==> src/hw/rtl/assert_macros.svh <==
// Assertion macros shared by the execute unit RTL.
// No dependencies; compile NO_ASSERTIONS to drop all checks.
`ifndef ASSERT_MACROS_SVH
`define ASSERT_MACROS_SVH
`ifndef NO_ASSERTIONS
`define ASSERT_IMPL(lbl, clk, rstn, prop) \
  lbl: assert property (@(posedge clk) disable iff (!rstn) prop) else $error("%m: check failed");
`define ASSERT_NEXT(lbl, clk, rstn, ante, cons) \
  lbl: assert property (@(posedge clk) disable iff (!rstn) (ante) |=> (cons)) else $error("%m: check failed");
`else
`define ASSERT_IMPL(lbl, clk, rstn, prop)
`define ASSERT_NEXT(lbl, clk, rstn, ante, cons)
`endif
`endif

==> src/hw/rtl/mie_pkg.sv <==
// Types and operation codes for the MIPS I integer execute unit.
// No dependencies.
package mie_pkg;
  localparam logic [5:0] OP_LB = 6'd0, OP_LBU = 6'd1, OP_LH = 6'd2, OP_LHU = 6'd3,
    OP_LW = 6'd4, OP_LWL = 6'd5, OP_LWR = 6'd6, OP_SB = 6'd7, OP_SH = 6'd8,
    OP_SW = 6'd9, OP_SWL = 6'd10, OP_SWR = 6'd11, OP_ADDI = 6'd12, OP_ADDIU = 6'd13,
    OP_SLTI = 6'd14, OP_SLTIU = 6'd15, OP_ANDI = 6'd16, OP_ORI = 6'd17,
    OP_XORI = 6'd18, OP_LUI = 6'd19, OP_ADD = 6'd20, OP_ADDU = 6'd21, OP_SUB = 6'd22,
    OP_SUBU = 6'd23, OP_SLT = 6'd24, OP_SLTU = 6'd25, OP_AND = 6'd26, OP_OR = 6'd27,
    OP_XOR = 6'd28, OP_NOR = 6'd29, OP_NOP = 6'd30, OP_SLL = 6'd31, OP_SRL = 6'd32,
    OP_SRA = 6'd33, OP_SLLV = 6'd34, OP_SRLV = 6'd35, OP_SRAV = 6'd36,
    OP_MULT = 6'd37, OP_MULTU = 6'd38, OP_DIV = 6'd39, OP_DIVU = 6'd40,
    OP_MFHI = 6'd41, OP_MTHI = 6'd42, OP_MFLO = 6'd43, OP_MTLO = 6'd44,
    OP_J = 6'd45, OP_JAL = 6'd46, OP_JR = 6'd47, OP_JALR = 6'd48, OP_BEQ = 6'd49,
    OP_BNE = 6'd50, OP_BLEZ = 6'd51, OP_BGTZ = 6'd52, OP_BLTZ = 6'd53,
    OP_BGEZ = 6'd54, OP_BLTZAL = 6'd55, OP_BGEZAL = 6'd56, OP_SYSCALL = 6'd57,
    OP_BREAK = 6'd58;

  localparam logic [1:0] ST_OK = 2'd0, ST_OVF = 2'd1, ST_HALT = 2'd2, ST_BRK = 2'd3;

  typedef struct packed {
    logic [5:0]  op;
    logic [4:0]  rs;
    logic [4:0]  rt;
    logic [4:0]  rd;
    logic [4:0]  sa;
    logic [15:0] imm;
    logic [25:0] jidx;
    logic        is_mul;
    logic        is_div;
  } dec_t;
endpackage

==> src/hw/rtl/mie_front.sv <==
// Front end: accepts instruction beats, classifies them, and holds a
// two-entry queue toward the back end. Depends on mie_pkg.
module mie_front (
  input  logic             clk_i,
  input  logic             rst_ni,
  input  logic             in_valid_i,
  output logic             in_stall_o,
  input  logic [5:0]       op_i,
  input  logic [4:0]       rs_i,
  input  logic [4:0]       rt_i,
  input  logic [4:0]       rd_i,
  input  logic [4:0]       sa_i,
  input  logic [15:0]      imm_i,
  input  logic [25:0]      jidx_i,
  output logic             q_valid_o,
  output mie_pkg::dec_t    q_data_o,
  input  logic             q_pop_i
);
  import mie_pkg::*;

  dec_t       ent_q [2];
  logic [1:0] cnt_q;
  logic       rd_q;
  logic       wr_q;
  logic       push;
  dec_t       dec;

  always_comb begin
    dec.op = op_i; dec.rs = rs_i; dec.rt = rt_i; dec.rd = rd_i;
    dec.sa = sa_i; dec.imm = imm_i; dec.jidx = jidx_i;
    dec.is_mul = (op_i == OP_MULT) || (op_i == OP_MULTU);
    dec.is_div = (op_i == OP_DIV) || (op_i == OP_DIVU);
  end

  assign in_stall_o = (cnt_q == 2'd2);
  assign push = in_valid_i && !in_stall_o;
  assign q_valid_o = (cnt_q != 2'd0);
  assign q_data_o = ent_q[rd_q];

  always_ff @(posedge clk_i or negedge rst_ni) begin
    if (!rst_ni) begin
      cnt_q <= 2'd0; rd_q <= 1'b0; wr_q <= 1'b0;
    end else begin
      if (push) wr_q <= ~wr_q;
      if (q_pop_i) rd_q <= ~rd_q;
      cnt_q <= cnt_q + {1'b0, push} - {1'b0, q_pop_i};
    end
  end

  always_ff @(posedge clk_i) begin
    if (push) ent_q[wr_q] <= dec;
  end
endmodule

==> config.mk <==
export PLATFORM = sky130hd
export DESIGN_NAME = mie_front
export DESIGN_NICKNAME = d
export VERILOG_FILES = /design/src/hw/rtl/assert_macros.svh /design/src/hw/rtl/mie_pkg.sv /design/src/hw/rtl/mie_front.sv
export SDC_FILE = /design/constraint.sdc
export NUM_CORES = 1
export LEC_CHECK = 0
export BUFFER_PORTS_ARGS = -buffer_cell sky130_fd_sc_hd__buf_4
export CAP_MARGIN = 20
export CORE_UTILIZATION = 30
export DETAILED_ROUTE_END_ITERATION = 8
export GPL_TIMING_DRIVEN = 0
export PLACE_DENSITY = 0.5
export REMOVE_ABC_BUFFERS = 1
export SYNTH_ARGS = -nofsm -noshare
export SYNTH_HDL_FRONTEND = slang
export SYNTH_SLANG_ARGS = --single-unit
==> constraint.sdc <==
create_clock -name clk_i -period 10.2 [get_ports clk_i]
set_input_delay 0.51 -clock clk_i [delete_from_list [all_inputs] [get_ports clk_i]]
set_output_delay 0.51 -clock clk_i [all_outputs]
set_load 0.005 [all_outputs]
==> metrics.txt, run 1 <==
Initial Util=30.6%; Static Leakage=2.72 nW; Comb power frac=28.3%; initial antenna violation count=0; Slew Limit Fails=0; P per Cell Area=285 nW/um^2; die width=roughly 130 um; adder-cell share of the synthesized area=0.474%; Root Buffer=clkbuf_16; placer congestion estimate=roughly 0.66; Peak VDD IR=0.000219 V; Max-Cap Viols=0; wire per inst=15.5 um; mux share of post-synthesis cell area=14.9%; Int Power=~0.0016 W; CTS buffer count=17; multi-input logic area=935 sq um; Slew HR=45.3%; final hold violation count=0; status=finished, final reports clean; area delta synth->final=38.9%; first-pass GRT wire length=15100 um; Synth Area in Simple Gates=1.14%; CP max FO=63; clk slew on worst S/H paths=0.06 ns; Clock Path Buffers=2; Hold Path Class=in2reg; Tmin final=2.38 ns; register area=4310 sq um; postcts setup bufs=0; Synth Area in XOR/XNOR=0.830%; DRC=0; Worst Slack Setup Final=slightly below 8 ns; Global Route Usage Sum=11.4%; Compound-Gate Fraction of Synth Area=0.0949%; startpoint types=register; RSZ-0062 raised after global routing=false; final hold slack=0.272 ns; syn avg cell area=21.9 sq um; sequential share of power=40.5%; total negative setup slack=0 ns; clock sinks=about 140; routed vias=roughly 2700; largest net degree at the start of global routing=64; core area=17200 sq um; number of synthesized register bits=roughly 140; Final Skew=0.0123 ns; final instance area=7330 sq um; vias in the first global route=2889; Cell Rows=48; Total Wirelength=9880 um; Iteration-0 DRC Markers=113; Net Sw Frac=25.5%; Skew-Pair Late Insertion Delay=0.42 ns; Setup CP Type=reg2out; HPWL Detailed=around 6300 um; largest family of logic cells by synthesized area=multiplexers; FMAX=between 400 and 500 MHz; GRT overflow=0; final setup violation count=0; Die H=135 um; final worst-path cycle share=about a quarter; post-placement cell area=6700 sq um; NetSw=around 0.00053 W; Clock power frac=31.2%; TritonCTS clock tree=done; CP arrival=1.87 ns; CP Capture Type=output port; drt via density=around 4.3; Ant. Diodes=0; share of layout cells above drive strength 1=60.8%; Syn. warnings=0; Boundary Pins=144; CTS H-Tree Depth=4; Slew @ Worst Pin=slightly above 0.8 ns; flop-to-flop setup slack=slightly above 8 ns; Placement Setup Slack=about 8 ns; Post-Syn Instances=~240; IO Port Bufs=about 140; worst path required time=about 9.7 ns; die area=18100 sq um; post-synthesis cell type count=17; first-pass detailed-route iteration total=6; antenna-violating nets left=0; Filler Cells Inserted=1554; Mapped Area=5270 sq um; post-synthesis sequential area ratio=approximately four fifths; Final #Nets=474
## synth_stat cells, drive strengths merged
cell type  number  area (sq um)
a21oi           1          5.00
edfxtp        140          4200
ha              2          25.0
nand2           1          3.75
nand2b          2          12.5
xor2            1          8.76
buf             8          40.0
dfrtp           4           100
inv             2          7.51
or4b            1          10.0
nor2            1          3.75
nor4b           1          8.76
nand4b          1          8.76
and3            1          6.26
xnor2           4          35.0
or2             1          6.26
mux2           70           788
## logic make-up after synthesis
group | count (synthesis)
DFF | 144
muxes | 70
buffers and inverters | 10
and+or+nand+nor | 9
xor gates and xnor gates | 5
adders and majority gates | 2
AOI/OAI and AO/OA | 1
## worst max-delay path, cell delays in order (launching register included)
cell	delay (ns)
dfrtp_4	0.52
buf_16	0.29
mux2_2	0.39
buf_4	0.14
## power groups by stage
stage | clock network (W) | logic, W | registers, W
2_1_floorplan | 0 | 0.000259 | 0.000889
3_3_place_gp | 0 | 0.000537 | 0.000926
3_5_place_dp | 0 | 0.000609 | 0.000861
4_1_cts | 0.000668 | 0.000611 | 0.000849
5_1_grt | 0.000693 | 0.000644 | 0.000860
6_report | 0.000650 | 0.000591 | 0.000846
## metal layers
layer	part of all wire, %	GRT usage [%]	routed length [um]	vias to the layer above
met5	0	0	0	-
met4	1.8	5.62	180	0
met3	6.7	4.69	662	14
met2	51	19.1	5080	90
met1	40	12.4	3960	1357
li1	-	-	-	1276
## timing repair
| item | in CTS | in global routing |
|---|---|---|
| hold buffers | 1 | 0 |
| endpoints found under the setup margin | 0 | 0 |
| resized for setup | 0 | 0 |
| hold endpoints to repair | 4 | 0 |
## metrics by stage
| step | util (%) | cells | total power, W |
|---|---|---|---|
| floorplan | - | 233 | 0.00115 |
| global placement | 38.2 | 601 | 0.00146 |
| global route | 42.5 | 638 | 0.00220 |
| detailed placement | 38.9 | 605 | 0.00147 |
| finish | 42.5 | 638 | 0.00209 |
| CTS | 42.5 | 638 | 0.00213 |
## registers in the layout, indices dropped and copies added, names as in the netlist
register / count
cnt_q: 2
ent_q: 140
wr_q: 1
rd_q: 1
## layout by cell type (no fill, tap or decap), types with 2 or more instances in the layout
cell type,count
buf_12,2
buf_16,2
buf_4,143
bufinv_16,4
clkbuf_16,17
clkinv_1,2
clkinv_2,4
clkinv_4,3
dfrtp_1,3
edfxtp_1,140
ha_1,2
inv_1,2
inv_6,2
mux2_2,70
nand2b_1,2
xnor2_1,4
## final timing paths
path | startpoint | to | cells after the start
max | rd_q$_DFFE_PN0P_ | q_data_o[68] | 3
min | q_pop_i | rd_q$_DFFE_PN0P_ | 2
max reg2reg | cnt_q[1]$_DFF_PN0_ | ent_q[0][62]$_DFFE_PP_ | 4
min reg2reg | cnt_q[1]$_DFF_PN0_ | cnt_q[1]$_DFF_PN0_ | 1
max in group asynchronous | rst_ni | rd_q$_DFFE_PN0P_ | 2
min in group asynchronous | rst_ni | cnt_q[0]$_DFF_PN0_ | 2
## layout make-up
| cell class | count | area share (%) |
|---|---|---|
| Sequential cell | 144 | 58.8 |
| Clock inverter | 15 | 2.61 |
| Multi-Input combinational cell | 87 | 12.8 |
| Inverter | 2 | 0.102 |
| Clock buffer | 17 | 5.81 |
| Tap cell | 225 | 3.84 |
| Timing Repair Buffer | 148 | 16.1 |
Note: power is estimated with default switching activity, not from simulation.
==> run 2, diff against run 1 <==
Clock period 10.2 ns to 2.3 ns, I/O delays scaled along.
==> metrics.txt, run 2 (same netlist as run 1, synthesis figures left out) <==
status=finished, violations left (was finished, final reports clean); failing checks=DRC; CTS H-Tree Depth=4 (unchanged); critical path cell sequence=nand2b_1 -> nand2_1 -> nor2_4 -> buf_12 (was buf_16 -> mux2_2 -> buf_4); share of layout cells above drive strength 1=52.1% (was 60.8%); routed vias=2995 (was 2737); Initial Util=30.6% (unchanged); Static Leakage=3.01 nW (was 2.72 nW); Cells after DPL=605 (unchanged); RSZ-0062 raised after global routing=false (unchanged); Max-Cap Viols=0 (unchanged); Tmin final=1.98 ns; die width=135 um (unchanged); Filler Cells Inserted=1517 (was 1554); clock sinks=144 (unchanged); Iteration-0 DRC Markers=104 (was 113); final setup violation count=0 (unchanged); TritonCTS clock tree=done (unchanged); CP Capture Type=register (was output port); P per Cell Area=1170 nW/um^2 (was 285 nW/um^2); DRC=1 (was 0); Buf/Inv on CP=1 (was 2); Setup CP Type=reg2reg (was reg2out); startpoint types=register (unchanged); first-pass detailed-route iteration total=6 (unchanged); Slew Limit Fails=0 (unchanged); Root Buffer=clkbuf_16 (unchanged); Skew-Pair Late Insertion Delay=0.42 ns (about the same); drt via density=4.24 (was 4.29); CTS buffer count=17 (unchanged); initial antenna violation count=0 (unchanged); most flop-heavy register=ent_q (unchanged); clk slew on worst S/H paths=0.06 ns (about the same); Die H=135 um (unchanged); worst path required time=2.40 ns (was 9.69 ns); Peak VDD IR=0.000968 V (was 0.000219 V); core area=17200 sq um (unchanged); FMAX=506 MHz; die area=18100 sq um (unchanged); final hold slack=0.0232 ns (was 0.272 ns); final worst-path cycle share=roughly 86%; crit-path max cell delay=0.65 ns (was 0.52 ns); Hold Path Class=in2async (was in2reg); slowest cell on the critical path=nor2_4 (was dfrtp_4); vias in the first global route=3178 (was 2889); Global Route Usage Sum=11.9% (was 11.4%); Total Wirelength=10300 um (was 9880 um); max reg flops=140 (unchanged); Largest regs=ent_q x140, cnt_q x2 (unchanged); antenna-violating nets left=0 (unchanged); Slew @ Worst Pin=0.818 ns (was 0.819 ns); area delta synth->final=52.0% (was 38.9%); HPWL Detailed=6340 um (unchanged); Ant. Diodes=0 (unchanged); Final #Nets=543 (was 474); Slew HR=45.3% (about the same); placer congestion estimate=0.662 (unchanged); Final Skew=0.0178 ns (was 0.0123 ns); CP max FO=28 (was 63); CP arrival=2.08 ns (was 1.87 ns); largest net degree at the start of global routing=64 (unchanged); wire per inst=14.6 um (was 15.5 um); first-pass GRT wire length=16000 um (was 15100 um); IO Port Bufs=143 (unchanged); final hold violation count=0 (unchanged); post-route non-filler standard cell count=707 (was 638); GRT overflow=0 (unchanged); Cell Rows=48 (unchanged); most frequent cells in the layout=143 x buf_4, 140 x edfxtp_1, 70 x mux2_2, 70 x dlygate4sd3_1, 17 x clkbuf_16 (was 143 x buf_4, 140 x edfxtp_1, 70 x mux2_2); Clock Path Buffers=2 (unchanged); most common cell after layout, fill and taps aside=buf_4 (unchanged); CP top delay family=simple AND/OR/NAND/NOR gates (was flip-flops); Boundary Pins=144 (unchanged)
[run 2: cell count changes in the layout (fill, tap and decap cells not counted)]
cell / change
dlygate4sd3_1: +69
[run 2: through the flow]
step | setup TNS, ns | total power [W] | util, % | setup slack [ns] | cell area, sq um
6_report | 0 | 0.00937 | 46.5 | 0.323 | 8020
3_3_place_gp | -432.02 | 0.00622 | 38.2 | -3.68 | 6590
5_1_grt | 0 | 0.00985 | 46.5 | 0.179 | 8020
3_5_place_dp | 0 | 0.00652 | 38.9 | 0.284 | 6700
2_1_floorplan | -141.92 | 0.00509 | - | -1.71 | 5230
4_1_cts | 0 | 0.00954 | 46.5 | 0.268 | 8020
[run 2: report_power, final]
group          internal [W]  switching (W)  total (W)
clock network       0.00181        0.00108    0.00289
registers           0.00359       0.000162    0.00375
logic               0.00157        0.00115    0.00272
[run 2: cell type report]
class	instances	area, sq um	area share, %
Clock inverter	15	191	2.39
Clock buffer	17	425	5.31
Timing Repair Buffer	217	1870	23.3
Multi-Input combinational cell	87	935	11.7
Sequential cell	144	4310	53.7
Inverter	2	7.51	0.0936
Tap cell	225	282	3.51
[run 2: metal layers]
layer	track usage, %	share of wire (%)	vias up
li1	-	-	1412
met1	13.0	41	1484
met2	20.6	52	87
met3	4.28	5.3	12
met4	5.62	1.5	0
met5	0	0	-
[run 2: path summary, 6_finish.rpt]
path	start	to	slack [ns]	depth (start not counted)
setup / recovery	cnt_q[1]$_DFF_PN0_	ent_q[0][62]$_DFFE_PP_	0.32	4
hold / removal	rst_ni	cnt_q[0]$_DFF_PN0_	0.02	2
setup reg to reg	cnt_q[1]$_DFF_PN0_	ent_q[0][62]$_DFFE_PP_	0.32	4
hold reg to reg	cnt_q[1]$_DFF_PN0_	cnt_q[1]$_DFF_PN0_	0.50	1
max in group asynchronous	rst_ni	rd_q$_DFFE_PN0P_	2.16	2
min in group clk_i	in_valid_i	wr_q$_DFFE_PN0P_	0.10	3
[run 2: worst reg2reg max path, cell delays in order, from the launching register on]
cell and delay (ns):
dfrtp_1 0.40, nand2b_1 0.13, nand2_1 0.15, nor2_4 0.65, buf_12 0.29
[run 2: repair_timing]
| action | 4_1_cts | 5_1_grt |
|---|---|---|
| gates resized for setup | 0 | 0 |
| hold endpoints to repair | 141 | 0 |
| hold buffers | 70 | 0 |
| setup buffers | 0 | 0 |
==> run 3, diff against run 2 <==
Settings changed: CELL_PAD_IN_SITES_DETAIL_PLACEMENT set to 1, CELL_PAD_IN_SITES_GLOBAL_PLACEMENT set to 1, PLACE_DENSITY 0.5 to 0.57.
==> metrics.txt, run 3 (same netlist as run 1, synthesis figures left out) <==
sequential share of power=41.2% (was 40.1%); Slew HR=65.5% (was 45.3%); HPWL Detailed=6660 um (was 6340 um); clk slew on worst S/H paths=0.06 ns (about the same); die area=18100 sq um (unchanged); post-cts resize count=0 (unchanged); IO Port Bufs=143 (unchanged); status=finished, final reports clean (was finished, violations left); Placement Setup Slack=0.516 ns (was 0.284 ns); Int Power=0.00685 W (was 0.00697 W); CP max FO=52 (was 28); startpoint types=register (unchanged); final worst-path cycle share=87.5% (was 86.0%); TritonCTS clock tree=done (unchanged); most common cell after layout, fill and taps aside=buf_4 (unchanged); worst path required time=2.18 ns (was 2.40 ns); Global Route Usage Sum=12.7% (was 11.9%); Net Sw Frac=25.7% (was 25.6%); wire per inst=15.1 um (was 14.6 um); share of layout cells above drive strength 1=51.7% (was 52.1%); most flop-heavy register=ent_q (unchanged); FMAX=497 MHz (was 506 MHz); Tmin final=2.01 ns (was 1.98 ns); first-pass GRT wire length=17200 um (was 16000 um); Initial Util=30.6% (unchanged); Clock power frac=29.8% (was 30.9%); Static Leakage=2.99 nW (was 3.01 nW); vias in the first global route=3340 (was 3178); core area=17200 sq um (unchanged); drt via density=4.20 (was 4.24); Slew @ Worst Pin=0.517 ns (was 0.818 ns); Filler Cells Inserted=1666 (was 1517); CTS buffer count=17 (unchanged); Die H=135 um (unchanged); Skew-Pair Late Insertion Delay=0.41 ns (was 0.42 ns); final setup violation count=0 (unchanged); Peak VDD IR=0.000637 V (was 0.000968 V); Hold Path Class=in2async (unchanged); Setup CP Type=reg2out (was reg2reg); placer congestion estimate=0.653 (was 0.662); Largest regs=ent_q x140, cnt_q x2 (unchanged); Comb power frac=29.0% (was 29.1%); Final #Nets=543 (unchanged); Cells after DPL=605 (unchanged); DRC=0 (was 1); CTS H-Tree Depth=4 (unchanged); most frequent cells in the layout=143 x buf_4, 140 x edfxtp_1, 70 x mux2_2, 70 x dlygate4sd3_1, 17 x clkbuf_16 (unchanged); area delta synth->final=51.4% (was 52.0%); register area=4310 sq um (unchanged); initial antenna violation count=0 (unchanged); Root Buffer=clkbuf_16 (unchanged); NetSw=0.00238 W (was 0.00240 W); Slew Limit Fails=0 (unchanged); Final Skew=0.00795 ns (was 0.0178 ns); largest net degree at the start of global routing=53 (was 64); RSZ-0062 raised after global routing=false (unchanged); Cell Rows=48 (unchanged); Iteration-0 DRC Markers=83 (was 104); Ant. Diodes=0 (unchanged); clock sinks=144 (unchanged); die width=135 um (unchanged); Worst Slack Setup Final=0.287 ns (was 0.323 ns); Total Wirelength=10700 um (was 10300 um); CP Capture Type=output port (was register); GRT overflow=0 (unchanged); CP arrival=1.90 ns (was 2.08 ns); post-route non-filler standard cell count=707 (unchanged); antenna-violating nets left=0 (unchanged); fin util=46.3% (was 46.5%); routed vias=2967 (was 2995); Clock Path Buffers=2 (unchanged); Boundary Pins=144 (unchanged); first-pass detailed-route iteration total=4 (was 6); max reg flops=140 (unchanged); Max-Cap Viols=0 (unchanged); final hold violation count=0 (unchanged); P per Cell Area=1160 nW/um^2 (was 1170 nW/um^2); multi-input logic area=935 sq um (unchanged)
[run 3: metrics by stage]
stage | area (sq um) | TNS (ns) | hold slack [ns] | power (W)
2_1_floorplan | 5230 | -141.92 | -0.181 | 0.00509
3_3_place_gp | 6590 | -434.85 | -0.0866 | 0.00622
3_5_place_dp | 6690 | 0 | -0.0845 | 0.00653
4_1_cts | 7990 | 0 | 0.0137 | 0.00942
5_1_grt | 7990 | 0 | 0.0375 | 0.00973
6_report | 7990 | 0 | 0.0404 | 0.00923
[run 3: path summary, 6_finish.rpt]
kind / from / to / slack (ns) / cells after the start
max: rd_q$_DFFE_PN0P_ / q_data_o[57] / 0.29 / 3
min: rst_ni / cnt_q[0]$_DFF_PN0_ / 0.04 / 2
max reg2reg: cnt_q[1]$_DFF_PN0_ / ent_q[1][50]$_DFFE_PP_ / 0.57 / 3
min reg2reg: cnt_q[0]$_DFF_PN0_ / cnt_q[0]$_DFF_PN0_ / 0.52 / 1
max in group asynchronous: rst_ni / rd_q$_DFFE_PN0P_ / 2.14 / 2
min in group clk_i: in_valid_i / wr_q$_DFFE_PN0P_ / 0.09 / 3
[run 3: timing repair]
item                                    CTS  global route
endpoints found under the setup margin    0             0
hold endpoints to repair                141             0
hold buffers                             70             0
buffers inserted                          0             0
[run 3: area by class of cell]
cell class / count / area share, %
Clock buffer: 18 / 5.37
Clock inverter: 14 / 2.04
Inverter: 2 / 0.0940
Multi-Input combinational cell: 87 / 11.7
Sequential cell: 144 / 53.9
Tap cell: 225 / 3.53
Timing Repair Buffer: 217 / 23.3
[run 3: power by group through the flow]
stage          clock network [W]  registers, W  logic (W)
2_1_floorplan                  0       0.00394    0.00115
3_3_place_gp                   0       0.00402    0.00220
3_5_place_dp                   0       0.00387    0.00266
4_1_cts                  0.00283       0.00381    0.00278
5_1_grt                  0.00295       0.00387    0.00292
6_report                 0.00275       0.00380    0.00268
[run 3: worst max-delay path, stage by stage, from the launching register on]
cell and delay, ns:
dfrtp_4 0.62, buf_16 0.31, mux2_2 0.39, buf_4 0.14
[run 3: metal layers]
metal,up-vias,track usage [%],wire length [um]
met5,-,0,0
met4,0,5.99,122
met3,10,3.90,521
met2,87,21.9,5580
met1,1460,14.3,4450
li1,1410,-,-
